File: src/lpkd_pkg.sv
// Shared types, constants and helpers for the length-prefixed key decoder.
`timescale 1ns / 1ps
`default_nettype none

package lpkd_pkg;

  localparam int unsigned MaxKeyLen  = 7;
  localparam int unsigned PrefixBits = 3;
  localparam int unsigned TableDepth = 256;
  localparam int unsigned TotalKeys  = (1 << (MaxKeyLen + 1)) - 2 - MaxKeyLen;

  localparam int unsigned CharW = 8;
  localparam int unsigned AddrW = $clog2(TableDepth);
  localparam int unsigned LenW  = 3;
  localparam int unsigned KeyW  = MaxKeyLen;

  typedef logic [CharW-1:0] char_t;
  typedef logic [AddrW-1:0] addr_t;
  typedef logic [LenW-1:0]  len_t;
  typedef logic [KeyW-1:0]  key_t;

  typedef enum logic {
    OP_HEADER = 1'b0,
    OP_CODE   = 1'b1
  } op_e;

  // Table write from a header word
  typedef struct packed {
    logic  we;
    addr_t addr;
    char_t data;
  } tbl_wr_t;

  // Result request from the bit decoder
  typedef struct packed {
    logic  emit;
    logic  eom;
    logic  hit;
    addr_t addr;
  } lookup_t;

  // Mask of len low ones
  function automatic key_t key_mask(input len_t len);
    key_t m;
    for (int i = 0; i < KeyW; i++) begin
      m[i] = (i < int'(len));
    end
    return m;
  endfunction

endpackage

`default_nettype wire

File: src/length_prefixed_key_decoder_core.sv
// Top level: input handshake, bit decoder, key table and result register.
// A word that completes a key or the end prefix gives its result in the
// cycle after acceptance; a hit reads the key table's registered read port.
// Throughput: one input word per cycle; a held result does not block input
// while the consumer takes it in the same cycle.
// Reset (rst_ni low, asynchronous): empty table, prefix state, no result.
// Key table contents are not cleared; entries beyond the fill count read 0.
`timescale 1ns / 1ps
`default_nettype none

module length_prefixed_key_decoder_core
  import lpkd_pkg::*;
(
  input  wire   clk_i,
  input  wire   rst_ni,
  input  wire   in_valid_i,
  output logic  in_ready_o,
  input  wire   op_i,
  input  char_t header_char_i,
  input  wire   code_bit_i,
  output logic  out_valid_o,
  input  wire   out_ready_i,
  output char_t decoded_char_o,
  output logic  end_of_message_o
);

  logic    accept;
  tbl_wr_t wr;
  lookup_t lookup;
  char_t   rdata;

  logic out_valid_q, out_valid_d;
  logic hit_q, hit_d;
  logic eom_q, eom_d;

  assign in_ready_o = !out_valid_q || out_ready_i;
  assign accept     = in_valid_i && in_ready_o;

  lpkd_bit_decoder u_dec (
    .clk_i         (clk_i),
    .rst_ni        (rst_ni),
    .accept_i      (accept),
    .op_i          (op_e'(op_i)),
    .header_char_i (header_char_i),
    .code_bit_i    (code_bit_i),
    .wr_o          (wr),
    .lookup_o      (lookup)
  );

  lpkd_key_table u_tbl (
    .clk_i   (clk_i),
    .wr_i    (wr),
    .re_i    (lookup.emit && lookup.hit),
    .raddr_i (lookup.addr),
    .rdata_o (rdata)
  );

  // Load a new result word or drop the taken one
  always_comb begin
    out_valid_d = out_valid_q;
    hit_d       = hit_q;
    eom_d       = eom_q;
    if (lookup.emit) begin
      out_valid_d = 1'b1;
      hit_d       = lookup.hit;
      eom_d       = lookup.eom;
    end else if (out_ready_i) begin
      out_valid_d = 1'b0;
    end
  end

  always_ff @(posedge clk_i or negedge rst_ni) begin
    if (!rst_ni) begin
      out_valid_q <= 1'b0;
    end else begin
      out_valid_q <= out_valid_d;
    end
  end

  always_ff @(posedge clk_i) begin
    hit_q <= hit_d;
    eom_q <= eom_d;
  end

  assign out_valid_o      = out_valid_q;
  assign decoded_char_o   = hit_q ? rdata : '0;
  assign end_of_message_o = eom_q;

endmodule

`default_nettype wire

File: src/lpkd_key_table.sv
// Key table memory: one write port, one registered read port.
`timescale 1ns / 1ps
`default_nettype none

module lpkd_key_table
  import lpkd_pkg::*;
(
  input  wire     clk_i,
  input  tbl_wr_t wr_i,
  input  wire     re_i,
  input  addr_t   raddr_i,
  output char_t   rdata_o
);

  char_t mem [TableDepth];
  char_t rdata_q;

  // Write header words
  always_ff @(posedge clk_i) begin
    if (wr_i.we) begin
      mem[wr_i.addr] <= wr_i.data;
    end
  end

  // Read on lookup, hold otherwise
  always_ff @(posedge clk_i) begin
    if (re_i) begin
      rdata_q <= mem[raddr_i];
    end
  end

  assign rdata_o = rdata_q;

endmodule

`default_nettype wire

File: src/lpkd_bit_decoder.sv
// Header fill counter and prefix/key bit decoder state.
`timescale 1ns / 1ps
`default_nettype none

module lpkd_bit_decoder
  import lpkd_pkg::*;
(
  input  wire     clk_i,
  input  wire     rst_ni,
  input  wire     accept_i,
  input  op_e     op_i,
  input  char_t   header_char_i,
  input  wire     code_bit_i,
  output tbl_wr_t wr_o,
  output lookup_t lookup_o
);

  addr_t fill_q, fill_d;
  logic  active_q, active_d;
  logic  in_seg_q, in_seg_d;
  len_t  klen_q, klen_d;
  len_t  taken_q, taken_d;
  key_t  acc_q, acc_d;

  key_t  acc_n;
  len_t  taken_n;
  key_t  ones;
  key_t  value;
  len_t  plen;

  always_comb begin
    fill_d   = fill_q;
    active_d = active_q;
    in_seg_d = in_seg_q;
    klen_d   = klen_q;
    taken_d  = taken_q;
    acc_d    = acc_q;
    wr_o     = '{we: 1'b0, addr: fill_q, data: header_char_i};
    lookup_o = '{emit: 1'b0, eom: 1'b0, hit: 1'b0, addr: '0};

    acc_n   = {acc_q[KeyW-2:0], code_bit_i};
    taken_n = taken_q + len_t'(1);
    ones    = key_mask(klen_q);
    value   = acc_n & ones;
    plen    = acc_n[LenW-1:0];

    if (accept_i) begin
      if (op_i == OP_HEADER) begin
        // Load the next table entry while not decoding, until the table is full
        if (!active_q && (fill_q < addr_t'(TotalKeys))) begin
          wr_o.we = 1'b1;
          fill_d  = fill_q + addr_t'(1);
        end
      end else begin
        active_d = 1'b1;
        acc_d    = acc_n;
        taken_d  = taken_n;
        if (!in_seg_q) begin
          // Length prefix
          if (taken_n >= len_t'(PrefixBits)) begin
            if (plen == '0) begin
              lookup_o.emit = 1'b1;
              lookup_o.eom  = 1'b1;
              fill_d   = '0;
              active_d = 1'b0;
              in_seg_d = 1'b0;
              klen_d   = '0;
              taken_d  = '0;
              acc_d    = '0;
            end else begin
              klen_d   = (plen > len_t'(MaxKeyLen)) ? len_t'(MaxKeyLen) : plen;
              in_seg_d = 1'b1;
              taken_d  = '0;
              acc_d    = '0;
            end
          end
        end else if (taken_n >= klen_q) begin
          // Complete key: all ones closes the segment
          taken_d = '0;
          acc_d   = '0;
          if (value == ones) begin
            in_seg_d = 1'b0;
            klen_d   = '0;
          end else begin
            lookup_o.emit = 1'b1;
            lookup_o.addr = addr_t'({1'b0, ones}) - addr_t'(klen_q) + addr_t'(value);
            lookup_o.hit  = (lookup_o.addr < fill_q);
          end
        end
      end
    end
  end

  // Hold decoder state
  always_ff @(posedge clk_i or negedge rst_ni) begin
    if (!rst_ni) begin
      fill_q   <= '0;
      active_q <= 1'b0;
      in_seg_q <= 1'b0;
      klen_q   <= '0;
      taken_q  <= '0;
      acc_q    <= '0;
    end else begin
      fill_q   <= fill_d;
      active_q <= active_d;
      in_seg_q <= in_seg_d;
      klen_q   <= klen_d;
      taken_q  <= taken_d;
      acc_q    <= acc_d;
    end
  end

endmodule

`default_nettype wire

File: config.mk
export PLATFORM = sky130hd
export DESIGN_NAME = length_prefixed_key_decoder_core
export DESIGN_NICKNAME = d
export VERILOG_FILES = /design/src/lpkd_pkg.sv /design/src/length_prefixed_key_decoder_core.sv /design/src/lpkd_key_table.sv /design/src/lpkd_bit_decoder.sv
export SDC_FILE = /design/constraint.sdc
export NUM_CORES = 2
export LEC_CHECK = 0
export ABC_CLOCK_PERIOD_IN_PS = 5650
export BUFFER_PORTS_ARGS = -buffer_cell sky130_fd_sc_hd__buf_4
export CORE_ASPECT_RATIO = 0.75
export CORE_MARGIN = 4
export CORE_UTILIZATION = 63
export DETAILED_ROUTE_END_ITERATION = 10
export GPL_TIMING_DRIVEN = 0
export PLACE_DENSITY_LB_ADDON = 0.3
export SYNTH_ARGS = -nofsm -noshare
export SYNTH_HDL_FRONTEND = slang
export SYNTH_HIERARCHICAL = 1
export SYNTH_SLANG_ARGS = --single-unit
File: constraint.sdc
create_clock -name clk_i -period 5.65 [get_ports clk_i]
set_clock_uncertainty 0.15 [all_clocks]
set_input_delay 0 -clock clk_i [delete_from_list [all_inputs] [get_ports clk_i]]
set_output_delay 0 -clock clk_i [all_outputs]
set_load 0.05 [all_outputs]
==> impl_metrics.env <==
export IMPL_syn_inst=3969
export IMPL_die_h_um=320
export IMPL_initial_core_util=0.634
export IMPL_period_minus_slack_ps=5800
export IMPL_die_w_um=424
export IMPL_drv_slew=1
export IMPL_gp_congestion=1.01
export IMPL_critPathRequiredTime_ps=6030
export IMPL_powerDensity_mw_per_mm2=356
export IMPL_power_leakage_uw=0.0274
export IMPL_grt_total_usage=0.367
export IMPL_comb_power_share=0.095
export IMPL_syn_num_nets=4005
export IMPL_synth_area_per_cell_um2=20.6
export IMPL_seqPwrFrac=0.528
export IMPL_finalSetupViolCount=4
export IMPL_drt_iter0_drc=8851
export IMPL_clock_sinks=2081
export IMPL_yosysTopAreaCellShare=0.756
export IMPL_antenna_found_initial=17
export IMPL_drt_total_wl_um=246000
export IMPL_design_area_mm2=0.0914
export IMPL_seq_area_mm2=0.0624
export IMPL_startpoint_type="flip-flop"
export IMPL_cp_arrival_ps=6170
export IMPL_num_vias=45600
export IMPL_first_pass_iters=6
export IMPL_p_switching_uw=7860
export IMPL_clk_insertion_delay_late_ps=820
export IMPL_rr_startpoint="u_dec/klen_q[2]$_DFFE_PN0P_"
export IMPL_placed_area_mm2=0.0843
export IMPL_grt_pass1_wl_um=341000
export IMPL_portBuffers=16
export IMPL_synth_edf_count=2058
export IMPL_root_buffer="clkbuf_16"
export IMPL_postRouteAntennaNets=0
export IMPL_dpl_hpwl_um=157000
export IMPL_outcome="complete, but fails checks"
export IMPL_min_path_type="input pin to async pin"
export IMPL_rr_worst_depth=15
export IMPL_fill_cells=7379
export IMPL_synthDistinctLibCells=79
export IMPL_numCtsBuffers=183
export IMPL_crit_end="u_tbl/rdata_o[2]$_DFFE_PP_"
export IMPL_overflow=0
export IMPL_clockPowerShare=0.377
export IMPL_drt_wirelength_per_cell_um=40.3
export IMPL_die_area_mm2=0.136
export IMPL_drive_above_1_share=0.241
export IMPL_synth_top_cells_by_count="2,058 x edfxtp_1, 454 x mux4_2, 295 x nor2_1, 135 x mux2i_1, 133 x a22oi_1"
export IMPL_yosysMostFrequentCell="edfxtp_1"
export IMPL_cp_startpoint="u_dec/klen_q[2]$_DFFE_PN0P_"
export IMPL_first_global_vias=43600
export IMPL_drv_cap=1
export IMPL_core_area_mm2=0.129
export IMPL_cts_reportedPaths_clkPinSlew_ps=60
export IMPL_viasPerCell=7.46
export IMPL_synthArstFlopShare=0.0111
export IMPL_drc=0
export IMPL_synth_top_area_cell="edfxtp_1"
export IMPL_fin_setup_tns_ps=-263
export IMPL_maxSlewHeadroom=-0.000631
export IMPL_reg2reg_slack_ps=-150
export IMPL_peakVddDrop_mv=0.465
export IMPL_grt_start_max_net_pins=163
export IMPL_ioPinCount=25
export IMPL_finalHoldViolCount=0
export IMPL_p_int_uw=24600
export IMPL_row_count=114
export IMPL_dp_slack_ps=-1770
export IMPL_crit_type="flip-flop to flip-flop"
export IMPL_endpoint_kind="flip-flop"
export IMPL_fin_crit_sh=1.03
export IMPL_clock_fmax_mhz=173
export IMPL_violations="capacitance limit, slew limit, setup timing"
export IMPL_yosys_top_cells_area="edfxtp_1 76%, mux4_2 13%, mux2i_1 1.7%, nor2_1 1.4%, a22oi_1 1.2%"
export IMPL_worstMarginPinSlew_ps=1500
export IMPL_seq_area_frac_synth=0.763
export IMPL_swShare=0.242
export IMPL_multi_input_area_mm2=0.0185
export IMPL_area_delta_synth_final_pct=11.8
export IMPL_cp_max_fo=10
export IMPL_tritoncts="yes"
export IMPL_yosys_warnings=6
export IMPL_timing_rr_end="u_tbl/rdata_o[2]$_DFFE_PP_"
export IMPL_clockBufferDepth=3
export IMPL_ys_flop_type="edfxtp_1"
export IMPL_setup_ws_ps=-146
export IMPL_fin_nets=4237
export IMPL_htree_levels=4
export IMPL_synth_area_mm2=0.0817
export IMPL_ys_ff_latch=2081
[per-layer routing]
layer	track usage	routed length (µm)	vias up	part of all wire
met5	0.0104	263	-	0.0011
met4	0.167	13100	14	0.053
met3	0.169	46100	706	0.19
met2	0.496	104000	4625	0.42
met1	0.516	82900	23200	0.34
li1	-	-	17000	-
[registers in the layout, indices dropped and copies added, names as in the netlist]
name,count
end_of_message_o,1
hit_q,1
out_valid_o,1
u_dec/acc_q,6
u_dec/active_q,1
u_dec/fill_q,8
u_dec/in_seg_q,1
u_dec/klen_q,3
u_dec/taken_q,3
u_tbl/mem,2048
u_tbl/rdata_o,8
[through the flow]
step            util  hold WS, ps  std cells  power [µW]
6_report       0.709         63.4       6105       32500
2_1_floorplan      -         -446       3969       19100
5_1_grt        0.709         57.7       6089       33300
3_3_place_gp   0.652         -217       5725       20100
3_5_place_dp   0.655         -213       5733       20200
4_1_cts        0.707         4.43       6087       32300
[cell type report]
| type | count | area share |
|---|---|---|
| sequential | 2081 | 0.683 |
| multi-input combinational | 1624 | 0.203 |
| clock buffer | 230 | 0.0523 |
| tap | 1740 | 0.0238 |
| buffer | 242 | 0.0198 |
| clock inverter | 103 | 0.0106 |
| timing repair buffer | 50 | 0.00652 |
| inverter | 19 | 0.000822 |
| antenna | 16 | 0.000438 |
[cells in the final DEF, fill, tap and decap left out, types with 16 or more instances in the layout]
cell type,n
clkbuf_4,25
nand3_1,33
buf_4,57
buf_8,21
dfrtp_1,23
a211oi_1,16
o22ai_1,27
buf_2,28
mux4_2,454
a22oi_1,132
o21ai_0,17
clkinv_2,25
nand2_1,60
edfxtp_1,2058
clkinv_1,42
mux2i_1,135
a21oi_1,88
nor2b_1,35
clkbuf_2,56
nor2_1,290
diode_2,16
ha_1,20
and2_1,21
dlygate4sd3_1,19
inv_1,18
o221ai_1,46
buf_6,27
clkbuf_1,81
clkbuf_16,183
nor4_4,27
[kinds of logic after synthesis]
kind of cell / count (synthesis) / synth area share
xor gates and xnor gates: 8 / 0.000949
adders and majority gates: 22 / 0.00355
muxes: 594 / 0.143
other: 2 / 0.0000919
DFF: 2081 / 0.763
AOI/OAI and AO/OA: 438 / 0.0380
buffers and inverters: 264 / 0.0195
and+or+nand+nor: 560 / 0.0319
[worst min-delay path by stage]
stage,from,end,depth (start not counted)
after detailed placement,rst_ni,out_valid_o$_DFFE_PN0P_,1
after floorplan,rst_ni,out_valid_o$_DFFE_PN0P_,0
after global routing,rst_ni,out_valid_o$_DFFE_PN0P_,4
final,rst_ni,u_dec/fill_q[0]$_DFFE_PN0P_,4
after CTS,rst_ni,u_dec/fill_q[2]$_DFFE_PN0P_,4
after global placement,rst_ni,out_valid_o$_DFFE_PN0P_,1
[critical path: stages (launching register included)]
cell	delay (ps)
dfrtp_1	350
buf_2	170
inv_1	170
nand2_1	110
and2_1	180
fa_1	440
ha_1	370
xnor2_1	330
and2_4	350
buf_2	390
buf_2	550
nand2_1	510
o22ai_1	580
nor3_1	180
nor4_4	520
nor4_4	150
[power groups by stage]
stage               clock network [µW]  registers (µW)  logic [µW]
detailed placement                   0           17500        2720
global route                     13000           17200        3130
finish                           12200           17200        3080
floorplan                            0           17400        1620
global placement                     0           17500        2610
CTS                              12300           17200        2880
[repair_timing]
| action | CTS | global route |
|---|---|---|
| hold buffers | 20 | 0 |
| gates resized for setup | 204 | 122 |
| setup endpoints to repair | 8 | 8 |
| hold endpoints to repair | 1133 | 0 |
| gates cloned | 0 | 0 |
| buffers inserted | 2 | 4 |
| pin swaps | 11 | 17 |
Note: power is estimated with default switching activity, not from simulation.
